--- config.mk ---
export PLATFORM = sky130hd
export DESIGN_NAME = pnei_vtx_mem
export DESIGN_NICKNAME = d
export VERILOG_FILES = /design/src/hw/rtl/pnei_pkg.sv /design/src/hw/rtl/pnei_vtx_mem.sv
export SDC_FILE = /design/constraint.sdc
export NUM_CORES = 2
export LEC_CHECK = 0
export BUFFER_PORTS_ARGS = -buffer_cell sky130_fd_sc_hd__buf_2
export CAP_MARGIN = 5
export CORE_MARGIN = 4
export CORE_UTILIZATION = 55
export DETAILED_ROUTE_END_ITERATION = 16
export PLACE_DENSITY = 0.7
export REMOVE_ABC_BUFFERS = 1
export SLEW_MARGIN = 20
export SYNTH_ARGS = -nofsm -noshare
export SYNTH_HDL_FRONTEND = slang
export SYNTH_SLANG_ARGS = --single-unit
--- constraint.sdc ---
create_clock -name clk -period 4.1 [get_ports clk]
set_clock_uncertainty 0.2 [all_clocks]
set_input_delay 0.205 -clock clk [delete_from_list [all_inputs] [get_ports clk]]
set_output_delay 0.205 -clock clk [all_outputs]
set_load 0.02 [all_outputs]
--- src/hw/rtl/pnei_pkg.sv ---
`default_nettype none
// ----------------------------------------------------------------------------
// pnei_pkg: shared types and constants for the nearest-edge vertex table
// Transaction structs, state enums, arithmetic widths and reset vertices.
// ----------------------------------------------------------------------------
package pnei_pkg;

  // Coordinate format: signed Q3.12
  localparam int COORD_BITS       = 16;
  localparam int MAX_VERTICES_DEF = 64;

  // Datapath widths of the distance engine
  localparam int CW    = COORD_BITS;      // coordinate
  localparam int DW    = CW + 1;          // coordinate difference
  localparam int PW    = 2 * DW;          // signed difference product
  localparam int SW    = PW + 1;          // dot / cross sums
  localparam int DENW  = 2 * CW + 1;      // squared length
  localparam int MAGW  = 2 * CW + 2;      // cross product magnitude
  localparam int NUMW  = 2 * MAGW;        // distance numerator
  localparam int PRODW = NUMW + MAGW;     // cross-multiplied compare term

  typedef enum logic [2:0] {
    OP_CLEAR  = 3'd0,
    OP_ADD    = 3'd1,
    OP_REMOVE = 3'd2,
    OP_READ   = 3'd3,
    OP_WRITE  = 3'd4,
    OP_APPEND = 3'd5
  } op_t;

  localparam logic [1:0] ST_DONE   = 2'd0;
  localparam logic [1:0] ST_REJECT = 2'd1;
  localparam logic [1:0] ST_FULL   = 2'd2;

  typedef struct packed {
    logic signed [CW-1:0] x;
    logic signed [CW-1:0] y;
  } vtx_t;

  typedef struct packed {
    logic [2:0]           opcode;
    logic signed [15:0]   x_coord;
    logic signed [15:0]   y_coord;
    logic                 closed_flag;
    logic [5:0]           slot_index;
  } cmd_t;

  typedef struct packed {
    logic [1:0]           status;
    logic signed [15:0]   read_x;
    logic signed [15:0]   read_y;
    logic [6:0]           placed_at;
    logic [6:0]           vertex_count;
    logic                 changed;
  } result_t;

  typedef enum logic [3:0] {
    S_INIT,
    S_IDLE,
    S_RD_WAIT,
    S_ADD_LAST,
    S_ADD_FIRST,
    S_SEG_RUN,
    S_SEG_RD,
    S_SEG_END,
    S_INS,
    S_SHIFT,
    S_RM,
    S_RM_WR,
    S_DONE
  } ctl_state_t;

  typedef enum logic [3:0] {
    E_IDLE,
    E_PROD,
    E_SUM,
    E_CASE,
    E_SQ,
    E_LOAD,
    E_MUL_L,
    E_MUL_R,
    E_FIN
  } eng_state_t;

  // Vertices loaded after reset: (0.2,0.2), (0.7,0.4), (0.4,0.7)
  function automatic vtx_t default_vtx(input logic [1:0] i);
    vtx_t v;
    case (i)
      2'd0:    v = '{x: 16'sd819,  y: 16'sd819};
      2'd1:    v = '{x: 16'sd2867, y: 16'sd1638};
      default: v = '{x: 16'sd1638, y: 16'sd2867};
    endcase
    return v;
  endfunction

endpackage
`default_nettype wire

--- src/hw/rtl/pnei_vtx_mem.sv ---
`default_nettype none
// ----------------------------------------------------------------------------
// pnei_vtx_mem: vertex store
// One write port, one read port with registered read data.
// ----------------------------------------------------------------------------
module pnei_vtx_mem
  import pnei_pkg::*;
#(
  parameter int DEPTH = MAX_VERTICES_DEF,
  parameter int AW    = $clog2(MAX_VERTICES_DEF)
) (
  input  wire logic          clk,
  input  wire logic          we,
  input  wire logic [AW-1:0] waddr,
  input  wire vtx_t          wdata,
  input  wire logic          re,
  input  wire logic [AW-1:0] raddr,
  output vtx_t               rdata
);

  vtx_t mem [DEPTH];

  // write port
  always_ff @(posedge clk) begin
    if (we) begin
      mem[waddr] <= wdata;
    end
  end

  // read port
  always_ff @(posedge clk) begin
    if (re) begin
      rdata <= mem[raddr];
    end
  end

endmodule
`default_nettype wire

* Word level (Yosys, flattened, before mapping)
Memory sizes are Yosys's and may differ from the RTL's. A register that Yosys moved wholly into a read port is not among the register bits. Index checks and enable logic that the tools add are counted.
Word-level totals: word-level logic and storage cells 3, register bits 0, input port bits 47, memories kept 1, output and inout port bits 32, RAM bits 2048
Cells by class: muxes and demuxes 2
Memory list:
- mem | words 64, bits a word 32, read ports 1, clocked after memory_dff 1, write ports 1, RTL line pnei_vtx_mem.sv:21 | vtx_t mem [DEPTH];
Operators with widths (count):
- $mux 1 | 2

* Logic depth before layout (Yosys ltp)
depth after elaboration 2, depth in mapped cells 10, depth with buffers taken out 5

* Worst setup path after synthesis
Ideal clock, no wire load.
path type input-to-reg, start input port waddr[3], end memory mem[48][0] in the netlist's numbering (enable), arrival time 2.904 ns, path slack 0.535 ns, required time 3.439 ns, stages 4, setup time 0.461 ns, buffers on the path 1, cells stage by stage clkbuf_1 -> nor2b_1 -> nand4b_1 -> nor3_1
RTL lines:
- start: declaration | RTL line pnei_vtx_mem.sv:14 | input wire logic [AW-1:0] waddr,
- end: declaration | RTL line pnei_vtx_mem.sv:21
Straight into the memory's write port.

==> impl_results.md <==
* FF/Latch Area at about 0.062 mm2
* Initial antenna violation count at 25
* Clock transition at the registers of the reported paths at ~0.070 ns
* Antenna Nets Post-Route at 0
* Hold path startpoint: waddr[4]
* Tightest Pin Transition at 1.123 ns
* Max Root-Sink Buffers at 3
* Final period util at about 76%
* Yosys warns at 0
* Critical Path Start Type: input pin
* Io pins at around 80
* Placed instance area at 0.08299 mm2
* DPL Wire Length at between 100 and 150 mm
* GR Overflow Total at 0
* Yosys top cell area share at between 70 and 80%
* Via count at 38190
* RSZ-0062 raised after global routing: false
* Die area at 0.1495 mm2
* Yosys reg bits at 2080
* Post-Synthesis Cell Area at around 0.079 mm2
* DRC at 0
* Fin. max-slew vios at 0
* Mean Syn Cell Area at around 24 um2
* Clk_lat worst skew at between 0.8 and 0.9 ns
* Mux contribution to synthesized area at approximately 17%
* PortBufs at 78
* Synth unique cells at 33
* Final Cell Area at between 0.08 and 0.09 mm2
* CTS buffer count at 195
* Worst path arrival time at 3.44 ns
* Largest net degree at the start of global routing at 86
* Fill count at around 9000
* First-pass GRT wire length at 289.0 mm
* Commonest cells in the netlist: edfxtp_1 (2080), mux4_2 (544), nor2_1 (137), mux2i_1 (93), o22ai_1 (84)
* WL final at a little over 200 mm
* All-Layer GR Usage at between 20% and 30%
* Final #Nets at ~3700
* Setup crit start: raddr[4]
* Routed length per instance at 35.60 um
* Core footprint at around 0.14 mm2
* Vias per cell at around 6.7
* Worst VDD drop at a little under 0.5 mV
* Area share of and/or/nand/nor cells after synthesis at about 1.3%
* Post-layout min period at approximately 3.1 ns
* Largest family of logic cells by synthesized area: multiplexers
* Number of flops mapped to enable cells by yosys at 2080
* Syn Inst Count at 3324
* Initial core utilization at 55.54%
* Hold Path Class: input pin to register
* Async SR Flop Fraction at 0%
* Dominant cells by area after synthesis: edfxtp_1 (79%), mux4_2 (16%), mux2i_1 (1.2%)
* Vias in the first global route at between 30000 and 40000
* CP Class: input pin to register
* H-tree depth reported by CTS at 4
* Final Hold Viols at 0
* PostCTS Resize Cnt at 0
* Adder-cell share of the synthesized area at 0%
* Max-Slew Margin vs Limit at 25.13%
* Post-synthesis compound-gate area fraction at under 10%
* Die height at ~390 um
* Max-cap viol count at 0
* # rows at 138
* Power density over the cells at 488.8 mW/mm2
* Run status: finished clean
* Drt first-iter violations at 5898
* Critical Path End Type: register
* Root Buffer: clkbuf_16
* Fmax at about 0.32 GHz
* Yosys top cell by area: edfxtp_1
* CP required at 4.44 ns
* Leak at ~0.028 uW
* Proportion of layout cells with a drive suffix above 1 at a little under a third
* CTS Sinks at roughly 2100
* Synth-to-layout area growth at 13.84%
* Synth Flop Type: edfxtp_1
* Cell with the most instances after synthesis: edfxtp_1
* CTS tree: built
* GPL Wtd Cong at 0.8273
* Crit path max fanout at 19
* Detailed Routing Iterations Pass 1 at 6
* Area of the multi-input gates at 0.01597 mm2
* Horiz. Die Dim at 386.6 um
* Final setup violating endpoints at 0
* Setup TNS at 0 ns
* Xor and xnor area share after synthesis at 0%
* Worst R2R Start: mem[29][13]
* Register area share after synthesis at around four fifths
state kept, by name (all words and copies together), names as in the netlist:
name and cells:
mem 2048, rdata 32
area by class of cell:
type	count	area share, %
repair buffers	316	2.931
diodes	13	0.03625
well taps	1890	2.635
clock inverters	120	1.305
multi-input cells	1062	17.79
clock buffers	237	5.708
flip-flops and latches	2080	69.60
what timing repair did:
item,in CTS,in global routing
buffers inserted,0,0
hold endpoints to repair,1611,256
hold buffers,38,4
power by group:
part	switching (uW)	total, uW	leakage (uW)	internal, uW
clock	7660	17900	0.00306	10200
combinational	1460	2310	0.00626	844
sequential	115	23700	0.0187	23600
total	9240	43900	0.0281	34600
logic make-up after synthesis:
family	after synthesis
muxes	637
buffers and inverters	182
AOI/OAI and AO/OA	202
and+or+nand+nor	223
DFF	2080
per-stage QoR:
stage / std cells / hold slack [ns] / util (%) / setup slack, ns / power (uW)
floorplan: 3142 / 0.1039 / - / 0.6873 / 24990
global placement: 5306 / 0.2238 / 58.47 / 0.3504 / 26340
detailed placement: 5306 / 0.2259 / 58.47 / 0.3159 / 26410
CTS: 5701 / 0.001531 / 63.17 / 1.060 / 44040
global route: 5706 / 0.08526 / 63.21 / 0.9936 / 45140
finish: 5718 / 0.07780 / 63.23 / 0.9949 / 43870
worst max-delay path: stages:
cell           delay, ns
dlygate4sd3_1       0.55
buf_2               0.51
nand2b_1            0.73
buf_4               0.52
o22ai_1             0.76
nor2_1              0.12
path summary, 6_finish.rpt:
kind | endpoint | slack [ns] | depth (start not counted)
worst max-delay path | rdata[13] | 0.99 | 6
worst min-delay path | mem[46][8] | 0.08 | 4
worst max register to register | rdata[13] | 1.34 | 4
worst min register to register | rdata[8] | 0.65 | 4
metal layers:
metal	wire (um)	global-route usage, %
met1	72000	37.59
met2	99820	43.86
met3	23140	6.187
met4	8550	10.61
met5	32	0
cell usage in the layout, fill, tap and decap left out, types with 38 or more instances in the layout:
cell type      Yosys  layout
edfxtp_1        2080    2080
mux4_2           544     544
clkbuf_16          0     199
buf_4             25     179
mux2i_1           93      93
o22ai_1           84      84
nor2_1           137      75
buf_2             57      68
a21oi_1           62      62
nor2_4             0      62
clkinv_1           0      48
dlygate4sd3_1      0      42
clkbuf_1          74      38
Power figures use the tool's default switching activity.
