===== config.mk =====
export PLATFORM = sky130hd
export DESIGN_NAME = pnei_seg_dist
export DESIGN_NICKNAME = d
export VERILOG_FILES = /design/src/hw/rtl/pnei_pkg.sv /design/src/hw/rtl/pnei_mul.sv /design/src/hw/rtl/pnei_seg_dist.sv
export SDC_FILE = /design/constraint.sdc
export NUM_CORES = 2
export LEC_CHECK = 0
export BUFFER_PORTS_ARGS = -buffer_cell sky130_fd_sc_hd__buf_2
export CELL_PAD_IN_SITES_DETAIL_PLACEMENT = 0
export CELL_PAD_IN_SITES_GLOBAL_PLACEMENT = 1
export CORE_MARGIN = 1.5
export CORE_UTILIZATION = 50
export DETAILED_ROUTE_END_ITERATION = 8
export HOLD_SLACK_MARGIN = 0.02
export PLACE_DENSITY = 0.85
export SLEW_MARGIN = 20
export SYNTH_ARGS = -nofsm -noshare
export SYNTH_HDL_FRONTEND = slang
export SYNTH_HIERARCHICAL = 1
export SYNTH_SLANG_ARGS = --single-unit

===== constraint.sdc =====
create_clock -name clk -period 16.5 [get_ports clk]
set_input_delay 1.65 -clock clk [delete_from_list [all_inputs] [get_ports clk]]
set_output_delay 1.65 -clock clk [all_outputs]
set_load 0.05 [all_outputs]

===== src/hw/rtl/pnei_pkg.sv =====
`default_nettype none
// ----------------------------------------------------------------------------
// pnei_pkg: shared types and constants for the nearest-edge vertex table
// Transaction structs, state enums, arithmetic widths and reset vertices.
// ----------------------------------------------------------------------------
package pnei_pkg;

  // Coordinate format: signed Q3.12
  localparam int COORD_BITS       = 16;
  localparam int MAX_VERTICES_DEF = 64;

  // Datapath widths of the distance engine
  localparam int CW    = COORD_BITS;      // coordinate
  localparam int DW    = CW + 1;          // coordinate difference
  localparam int PW    = 2 * DW;          // signed difference product
  localparam int SW    = PW + 1;          // dot / cross sums
  localparam int DENW  = 2 * CW + 1;      // squared length
  localparam int MAGW  = 2 * CW + 2;      // cross product magnitude
  localparam int NUMW  = 2 * MAGW;        // distance numerator
  localparam int PRODW = NUMW + MAGW;     // cross-multiplied compare term

  typedef enum logic [2:0] {
    OP_CLEAR  = 3'd0,
    OP_ADD    = 3'd1,
    OP_REMOVE = 3'd2,
    OP_READ   = 3'd3,
    OP_WRITE  = 3'd4,
    OP_APPEND = 3'd5
  } op_t;

  localparam logic [1:0] ST_DONE   = 2'd0;
  localparam logic [1:0] ST_REJECT = 2'd1;
  localparam logic [1:0] ST_FULL   = 2'd2;

  typedef struct packed {
    logic signed [CW-1:0] x;
    logic signed [CW-1:0] y;
  } vtx_t;

  typedef struct packed {
    logic [2:0]           opcode;
    logic signed [15:0]   x_coord;
    logic signed [15:0]   y_coord;
    logic                 closed_flag;
    logic [5:0]           slot_index;
  } cmd_t;

  typedef struct packed {
    logic [1:0]           status;
    logic signed [15:0]   read_x;
    logic signed [15:0]   read_y;
    logic [6:0]           placed_at;
    logic [6:0]           vertex_count;
    logic                 changed;
  } result_t;

  typedef enum logic [3:0] {
    S_INIT,
    S_IDLE,
    S_RD_WAIT,
    S_ADD_LAST,
    S_ADD_FIRST,
    S_SEG_RUN,
    S_SEG_RD,
    S_SEG_END,
    S_INS,
    S_SHIFT,
    S_RM,
    S_RM_WR,
    S_DONE
  } ctl_state_t;

  typedef enum logic [3:0] {
    E_IDLE,
    E_PROD,
    E_SUM,
    E_CASE,
    E_SQ,
    E_LOAD,
    E_MUL_L,
    E_MUL_R,
    E_FIN
  } eng_state_t;

  // Vertices loaded after reset: (0.2,0.2), (0.7,0.4), (0.4,0.7)
  function automatic vtx_t default_vtx(input logic [1:0] i);
    vtx_t v;
    case (i)
      2'd0:    v = '{x: 16'sd819,  y: 16'sd819};
      2'd1:    v = '{x: 16'sd2867, y: 16'sd1638};
      default: v = '{x: 16'sd1638, y: 16'sd2867};
    endcase
    return v;
  endfunction

endpackage
`default_nettype wire


===== src/hw/rtl/pnei_mul.sv =====
`default_nettype none
// ----------------------------------------------------------------------------
// pnei_mul: iterative unsigned multiplier
// Consumes four multiplier bits per cycle with a shift-and-add accumulator.
// ----------------------------------------------------------------------------
module pnei_mul
  import pnei_pkg::*;
(
  input  wire logic             clk,
  input  wire logic             rst,
  input  wire logic             start,
  input  wire logic [NUMW-1:0]  a,
  input  wire logic [MAGW-1:0]  b,
  output logic                  done,
  output logic [PRODW-1:0]      p
);

  localparam int DIG   = 4;
  localparam int STEPS = (MAGW + DIG - 1) / DIG;
  localparam int CNTW  = $clog2(STEPS + 1);

  logic [PRODW-1:0] areg;
  logic [MAGW-1:0]  breg;
  logic [PRODW-1:0] acc;
  logic [CNTW-1:0]  cnt;
  logic             run;

  // control
  always_ff @(posedge clk) begin
    if (rst) begin
      run  <= 1'b0;
      cnt  <= '0;
      done <= 1'b0;
    end else begin
      done <= run && (cnt == CNTW'(1));
      if (start) begin
        run <= 1'b1;
        cnt <= CNTW'(STEPS);
      end else if (run) begin
        cnt <= cnt - CNTW'(1);
        if (cnt == CNTW'(1)) begin
          run <= 1'b0;
        end
      end
    end
  end

  // shift-and-add datapath
  always_ff @(posedge clk) begin
    if (start) begin
      areg <= PRODW'(a);
      breg <= b;
      acc  <= '0;
    end else if (run) begin
      acc  <= acc + areg * PRODW'(breg[DIG-1:0]);
      areg <= areg << DIG;
      breg <= breg >> DIG;
    end
  end

  assign p = acc;

endmodule
`default_nettype wire


===== src/hw/rtl/pnei_seg_dist.sv =====
`default_nettype none
// ----------------------------------------------------------------------------
// pnei_seg_dist: point-to-segment distance engine
// Computes the squared distance as an exact fraction and compares it with
// the best one seen so far; also reports whether the end is farther than the
// start.
// ----------------------------------------------------------------------------
module pnei_seg_dist
  import pnei_pkg::*;
(
  input  wire logic                 clk,
  input  wire logic                 rst,
  input  wire logic                 start,
  input  wire logic                 init,
  input  wire vtx_t                 a,
  input  wire vtx_t                 b,
  input  wire logic signed [CW-1:0] px,
  input  wire logic signed [CW-1:0] py,
  output logic                      done,
  output logic                      better,
  output logic                      bfar
);

  localparam int NSTEP = 10;

  eng_state_t state, state_next;

  logic [3:0]              step;
  logic signed [DW-1:0]    dx, dy, wx, wy, ex, ey;
  logic signed [PW-1:0]    pp [NSTEP];
  logic [DENW-1:0]         len2, da, db;
  logic signed [SW-1:0]    t, c;
  logic [NUMW-1:0]         num, best_num;
  logic [DENW-1:0]         den, best_den;
  logic [PRODW-1:0]        lprod;
  logic                    better_q, bfar_q, init_q;

  logic signed [DW-1:0]    op_a, op_b;
  logic signed [PW-1:0]    prod;
  logic [MAGW-1:0]         cmag;
  logic                    at_start, at_end, perp;

  logic                    mul_start, mul_done;
  logic [NUMW-1:0]         mul_a;
  logic [MAGW-1:0]         mul_b;
  logic [PRODW-1:0]        mul_p;

  pnei_mul u_mul (
    .clk   (clk),
    .rst   (rst),
    .start (mul_start),
    .a     (mul_a),
    .b     (mul_b),
    .done  (mul_done),
    .p     (mul_p)
  );

  // product operand select, one product per cycle
  always_comb begin
    case (step)
      4'd0:    begin op_a = dx; op_b = dx; end
      4'd1:    begin op_a = dy; op_b = dy; end
      4'd2:    begin op_a = wx; op_b = dx; end
      4'd3:    begin op_a = wy; op_b = dy; end
      4'd4:    begin op_a = wx; op_b = dy; end
      4'd5:    begin op_a = wy; op_b = dx; end
      4'd6:    begin op_a = wx; op_b = wx; end
      4'd7:    begin op_a = wy; op_b = wy; end
      4'd8:    begin op_a = ex; op_b = ex; end
      default: begin op_a = ey; op_b = ey; end
    endcase
    prod = PW'(op_a) * PW'(op_b);
  end

  // projection case
  always_comb begin
    cmag     = c[SW-1] ? MAGW'(-c) : MAGW'(c);
    at_start = (len2 == '0) || t[SW-1] || (t == '0);
    at_end   = $unsigned(t) >= SW'(len2);
    perp     = !at_start && !at_end;
  end

  // next state
  always_comb begin
    state_next = state;
    unique case (state)
      E_IDLE:  if (start) state_next = E_PROD;
      E_PROD:  if (step == 4'(NSTEP - 1)) state_next = E_SUM;
      E_SUM:   state_next = E_CASE;
      E_CASE:  state_next = perp ? E_SQ : E_LOAD;
      E_SQ:    if (mul_done) state_next = E_LOAD;
      E_LOAD:  state_next = init_q ? E_FIN : E_MUL_L;
      E_MUL_L: if (mul_done) state_next = E_MUL_R;
      E_MUL_R: if (mul_done) state_next = E_FIN;
      E_FIN:   state_next = E_IDLE;
      default: state_next = E_IDLE;
    endcase
  end

  // multiplier requests
  always_comb begin
    mul_start = 1'b0;
    mul_a     = '0;
    mul_b     = '0;
    unique case (state)
      E_CASE: begin
        mul_start = perp;
        mul_a     = NUMW'(cmag);
        mul_b     = cmag;
      end
      E_LOAD: begin
        mul_start = !init_q;
        mul_a     = num;
        mul_b     = MAGW'(best_den);
      end
      E_MUL_L: begin
        mul_start = mul_done;
        mul_a     = best_num;
        mul_b     = MAGW'(den);
      end
      default: begin
        mul_start = 1'b0;
      end
    endcase
  end

  assign done   = (state == E_FIN);
  assign better = better_q;
  assign bfar   = bfar_q;

  always_ff @(posedge clk) begin
    if (rst) begin
      state <= E_IDLE;
    end else begin
      state <= state_next;
    end
  end

  // datapath
  always_ff @(posedge clk) begin
    case (state)
      E_IDLE: begin
        if (start) begin
          dx       <= DW'(b.x) - DW'(a.x);
          dy       <= DW'(b.y) - DW'(a.y);
          wx       <= DW'(px) - DW'(a.x);
          wy       <= DW'(py) - DW'(a.y);
          ex       <= DW'(px) - DW'(b.x);
          ey       <= DW'(py) - DW'(b.y);
          init_q   <= init;
          step     <= '0;
          better_q <= 1'b0;
        end
      end
      E_PROD: begin
        pp[step] <= prod;
        step     <= step + 4'd1;
      end
      E_SUM: begin
        len2 <= DENW'(pp[0]) + DENW'(pp[1]);
        t    <= SW'(pp[2]) + SW'(pp[3]);
        c    <= SW'(pp[4]) - SW'(pp[5]);
        da   <= DENW'(pp[6]) + DENW'(pp[7]);
        db   <= DENW'(pp[8]) + DENW'(pp[9]);
      end
      E_CASE: begin
        bfar_q <= db > da;
        if (perp) begin
          den <= len2;
        end else begin
          num <= at_start ? NUMW'(da) : NUMW'(db);
          den <= DENW'(1);
        end
      end
      E_SQ: begin
        if (mul_done) num <= mul_p[NUMW-1:0];
      end
      E_LOAD: begin
        if (init_q) better_q <= 1'b1;
      end
      E_MUL_L: begin
        if (mul_done) lprod <= mul_p;
      end
      E_MUL_R: begin
        if (mul_done) better_q <= lprod < mul_p;
      end
      E_FIN: begin
        if (better_q) begin
          best_num <= num;
          best_den <= den;
        end
      end
      default: begin
      end
    endcase
  end

  // engine checks
  a_done_pulse: assert property (@(posedge clk) disable iff (rst)
    done |=> !done) else $error("engine done held");
  a_start_idle: assert property (@(posedge clk) disable iff (rst)
    start |-> state == E_IDLE) else $error("engine started while busy");
  a_init_wins: assert property (@(posedge clk) disable iff (rst)
    (done && init_q) |-> better) else $error("first segment not taken");

endmodule
`default_nettype wire


* Yosys cells after proc, flatten, opt, wreduce, memory -nomap -nowiden
Memories as Yosys holds them, arrays and structs flattened.
Cells that the tools add are included.
** Storage, ports and cells
- Memory bits (writable) :: 340
- Register bits after elaboration :: 830
- Memories kept :: 1
- Logic and storage cells :: 137
** Operators by class
- Equality and inequality tests :: 25
- Multiply operators :: 2
- Muxes and demuxes :: 35
- Add/sub/neg operators :: 15
- $lt $le $gt $ge :: 3
- Reductions and logical operators :: 27
** Memories
- pp :: words 10, bits a word 34, rd ports 10, clocked after Yosys merged registers in 0, write ports 1, RTL line pnei_seg_dist.sv:30 : logic signed [PW-1:0] pp [NSTEP];
** Operators by type and width (count)
- two-way mux 68 bit :: 4
- one-hot mux 68 bit (3 select lines) :: 1
- one-hot mux 17 bit (5 select lines) :: 2
- one-hot mux 68 bit (2 select lines) :: 1
- adder 102 bit :: 1
- < comparator 102 bit :: 1
- multiplier 102 x 4 -> 102 bit :: 1
- two-way mux 34 bit :: 3
- one-hot mux 34 bit (3 select lines) :: 1
- subtractor 16 x 16 -> 17 bit :: 6
- adder 33 bit :: 3
- two-way mux 4 bit :: 9
- adder 34 x 34 -> 35 bit :: 1
- greater-or-equal comparator 35 x 33 -> 1 bit :: 1
- zero test 35 bit :: 1
- subtractor 34 x 34 -> 35 bit :: 1
- multiplier 17 x 17 -> 34 bit :: 1
- negation 34 bit :: 1
- greater-than comparator 33 bit :: 1
- zero test 33 bit :: 1
- two-way mux 33 bit :: 1
- == test 4 x 3 -> 1 bit, second input constant :: 8
- one-hot mux 4 bit (8 select lines) :: 1
- == test 4 x 2 -> 1 bit, second input constant :: 4
- 21 further kinds :: 52

* Depth between registers and ports, before layout
- Depth after elaboration :: 7
- Depth in mapped cells :: 34
- Depth with buffers taken out :: 32

* By module
The synthesis kept the hierarchy.
** By module, submodules not included
- pnei_seg_dist :: instances 1, area an instance 59183.0 um2, cells an instance 5158, sequential area each 27586.5 um2
- pnei_mul :: instances 1, area an instance 25465.7 um2, cells an instance 2810, sequential area each 5905.7 um2

* Worst setup path after synthesis
No wires, ideal clock.
- Path kind :: register -> register
- Start point :: register state[1]
- End point :: register c[0] (enable)
- Clock period less this slack :: 12978 ps
- Stages on the path, launching flop included :: 4
- Data arrival time :: 12074 ps
- Path slack :: 3522 ps
- Library setup time :: 904 ps
- Path buffers :: 1
- Cell sequence :: dfxtp_1 clkbuf_1 nand2b_1 nor3_1
** Between the ends
- Word-level cells in the longest chain between the ends :: 1
** RTL lines
- from (decl) :: RTL line pnei_seg_dist.sv:26 : eng_state_t state, state_next;
- from (signal assigned) :: RTL line pnei_seg_dist.sv:135 : state <= state_next;
- == test 4 x 2 -> 1 bit :: RTL line pnei_seg_dist.sv:141 : case (state)
- to (signal assigned) :: RTL line pnei_seg_dist.sv:162 : c <= SW'(pp[4]) - SW'(pp[5]);
- to (decl) :: RTL line pnei_seg_dist.sv:32 : logic signed [SW-1:0] t, c;
No other way between the ends.
A chain may end at the register's enable or synchronous reset.

* Worst setup path in the final report
- Start point :: register step[0]
- End point :: memory pp[9][31] (netlist name) (data pin)
** Between the ends
- Word-level cells in the longest chain between the ends :: 4
- Elaborated cells on any way between the ends :: 16
- Those cells by class :: 1 x mul; 8 x eq/ne; 2 x mux; 5 x reduce/logical
** RTL lines
- from (decl) :: RTL line pnei_seg_dist.sv:28 : logic [3:0] step;
- from (signal assigned) :: RTL line pnei_seg_dist.sv:157 : step <= step + 4'd1;
- == test 4 x 3 -> 1 bit, or another cell as far along :: RTL line pnei_seg_dist.sv:60 : case (step)
- OR reduction 3 bit (no source line)
- one-hot mux 17 bit (5 select lines) :: RTL line pnei_seg_dist.sv:60
- multiplier 17 x 17 -> 34 bit (*) :: RTL line pnei_seg_dist.sv:72 : prod = PW'(op_a) * PW'(op_b);
- via prod[31] :: RTL line pnei_seg_dist.sv:39 : logic signed [PW-1:0] prod;
- to (decl) :: RTL line pnei_seg_dist.sv:30
The timed path passes the listed nets; every way through them passes the cells marked *.

==> results.sh <==
export IMPL_wirelength_um=217000
export IMPL_slowest_delay_ps=910
export IMPL_fin_hold_ws_ps=450
export IMPL_clock_skew_ps=74.6
export IMPL_synth_edf_count=1018
export IMPL_path_common_cell="fa_1"
export IMPL_worstPathRequired_ps=16950
export IMPL_synth_top_cell_area_share_pct=36.1
export IMPL_grt_setup_unrepaired="false"
export IMPL_worst_pin_slew_ps=1250
export IMPL_root_buffer="clkbuf_16"
export IMPL_ys_warn_count=6
export IMPL_cts_tree="built"
export IMPL_syn_to_final_growth_pct=8.31
export IMPL_fin_crit_sh_pct=54.0
export IMPL_synthesis_area_um2=84600
export IMPL_tns_ps=0
export IMPL_cts_buffers=120
export IMPL_overflow=0
export IMPL_yosysMostFrequentCell="inv_1"
export IMPL_worst_slack_ps=7590
export IMPL_crit_fanout=17
export IMPL_drive_gt1_share_pct=6.82
export IMPL_fin_crit_ps=8910
export IMPL_clk_insertion_delay_late_ps=780
export IMPL_ctsResizeCount=0
export IMPL_drtIter0Drc=4525
export IMPL_grt_pass1_wl_um=339000
export IMPL_grt_usage_pct=25.0
export IMPL_maxSlewHeadroom_pct=16.5
export IMPL_synth_area_leader_cell="edfxtp_1"
export IMPL_clkTransAtPathRegs_ps=70
export IMPL_synth_area_per_cell_um2=10.6
export IMPL_utilization_pct=54.7
export IMPL_path_class="register to register"
export IMPL_hold_depth=0
export IMPL_grt_pass1_vias=59800
export IMPL_num_fill_cells=14400
export IMPL_drtPass1Iterations=8
export IMPL_hold_path_endpoint="best_num[40]"
export IMPL_yosysSeqAreaShare_pct=39.6
export IMPL_netlist_instances=7968
export IMPL_synth_nets=9295
export IMPL_reg2reg_slack_ps=7590
export IMPL_fmax_mhz=112
export IMPL_r2r_cells=26
export IMPL_status="complete, no violations"
export IMPL_fp_row_count=150
export IMPL_gp_congestion=0.956
export IMPL_synthArstFlopShare_pct=0
export IMPL_ios=103
export IMPL_htree_levels=3
export IMPL_arrival_ps=9360
export IMPL_clock_sinks=1164
export IMPL_synth_seq_cells=1164
export IMPL_cts_buffer_depth=3
export IMPL_min_from="num[40]"
export IMPL_post_drt_wl_per_cell_um=21.0
export IMPL_hp_class="register to register"
export IMPL_synth_common_cells="1155 x inv_1, 1018 x edfxtp_1, 624 x ha_1"
export IMPL_critPathCaptureType="register"
export IMPL_post_cts_setup_buffer_count=0
export IMPL_antenna_found_initial=2
export IMPL_cp_start_kind="register"
export IMPL_die_area_um2=172000
export IMPL_drt_vias_per_instance=5.74
export IMPL_reg2reg_to="pp[9][31]"
export IMPL_io_buffer_count=102
export IMPL_r2r_start="step[0]"
export IMPL_slew_violations=0
export IMPL_vias=59200
export IMPL_drc=0
export IMPL_cap_viol_max_count=0
export IMPL_cpMaxStageDelayCell="a31oi_1"
export IMPL_pre_cts_ws_ps=7630
export IMPL_dp_hpwl_um=166000
export IMPL_grt_max_degree=170
export IMPL_fin_nets=9323
export IMPL_die_w_um=414
export IMPL_setup_viol=0
export IMPL_ant_nets=0
export IMPL_start_util_pct=50.5
export IMPL_hold_viol_final=0
export IMPL_synth_main_ff_cell="edfxtp_1"
export IMPL_coreArea_um2=168000
export IMPL_dieHeight_um=414
export IMPL_yosysUniqueCellTypes=95
export IMPL_hold_buffers=0
export IMPL_synth_top_cells_by_area="edfxtp_1 36%, fa_1 14%, ha_1 9.2%, inv_1 5.1%, dfxtp_1 3.5%"
==> placed cells by master (no fill, tap or decap), drive strengths merged, types with 247 or more instances in the layout <==
cell / n
inv: 1161
edfxtp: 1018
ha: 624
fa: 603
nor2: 602
nand2: 436
and2: 434
a21oi: 382
o21ai: 270
xnor2: 247
==> kinds of logic after synthesis <==
| group | after synthesis | synth area share [%] |
|---|---|---|
| simple gates | 2069 | 12.1 |
| compound gates | 1488 | 11.9 |
| buf+inv | 1423 | 6.32 |
| fa+ha+maj | 1227 | 23.5 |
| flops | 1164 | 39.6 |
| xor+xnor | 377 | 3.90 |
| mux | 220 | 2.74 |
==> through the flow <==
step / instances / cell area (um^2)
2_1_floorplan: 7968 / 84600
3_3_place_gp: 10100 / 87500
3_5_place_dp: 10100 / 87500
4_1_cts: 10300 / 91600
5_1_grt: 10300 / 91700
6_report: 10300 / 91700
==> registers in the layout, summed over array words and instances, names as in the netlist, 33 cells and up <==
name        count
best_den       33
best_num       68
c              35
da             33
db             33
den            33
len2           33
lprod         102
num            68
pp            334
t              35
u_mul/areg    102
u_mul/breg     34
u_mul/p       102
==> routing by layer <==
| layer | global-route usage [%] | wire (um) | vias up |
|---|---|---|---|
| li1 | - | - | 27600 |
| met1 | 34.2 | 95100 | 29500 |
| met2 | 41.9 | 104000 | 1746 |
| met5 | 0 | 0 | - |
| met3 | 3.48 | 12700 | 315 |
| met4 | 6.47 | 5490 | 0 |
==> worst max-delay path by stage <==
stage | start | slack (ps) | to
6_report | step[0] | 7590 | pp[9][31]
5_1_grt | step[0] | 6920 | pp[9][31]
4_1_cts | step[0] | 7650 | pp[9][31]
3_5_place_dp | step[0] | 7630 | pp[8][30]
3_3_place_gp | step[0] | 7730 | pp[4][31]
2_1_floorplan | state[1] | 3520 | c[0]
==> layout make-up <==
cell class                      count  area, um^2  area share [%]
Multi-Input combinational cell   5381       45900            50.1
Sequential cell                  1164       33500            36.5
Inverter                         1158        4350            4.75
Clock buffer                      147        3240            3.53
Tap cell                         2204        2760            3.01
Timing Repair Buffer              171        1090            1.19
Clock inverter                     76         821           0.895
Antenna cell                        2        5.00         0.00546
==> critical path: cells and delay by family (launching register included) <==
family                     cells  cell delay [ps]
AOI/OAI and AO/OA              9             2910
adders and majority gates      8             3500
xor gates and xnor gates       1              350
buffers and inverters          5              320
DFF                            1              410
and+or+nand+nor                3             1170
Power is left out: the tool's default activity adds up to more than one toggle a clock period on the data nets, which glitch-free logic cannot reach.
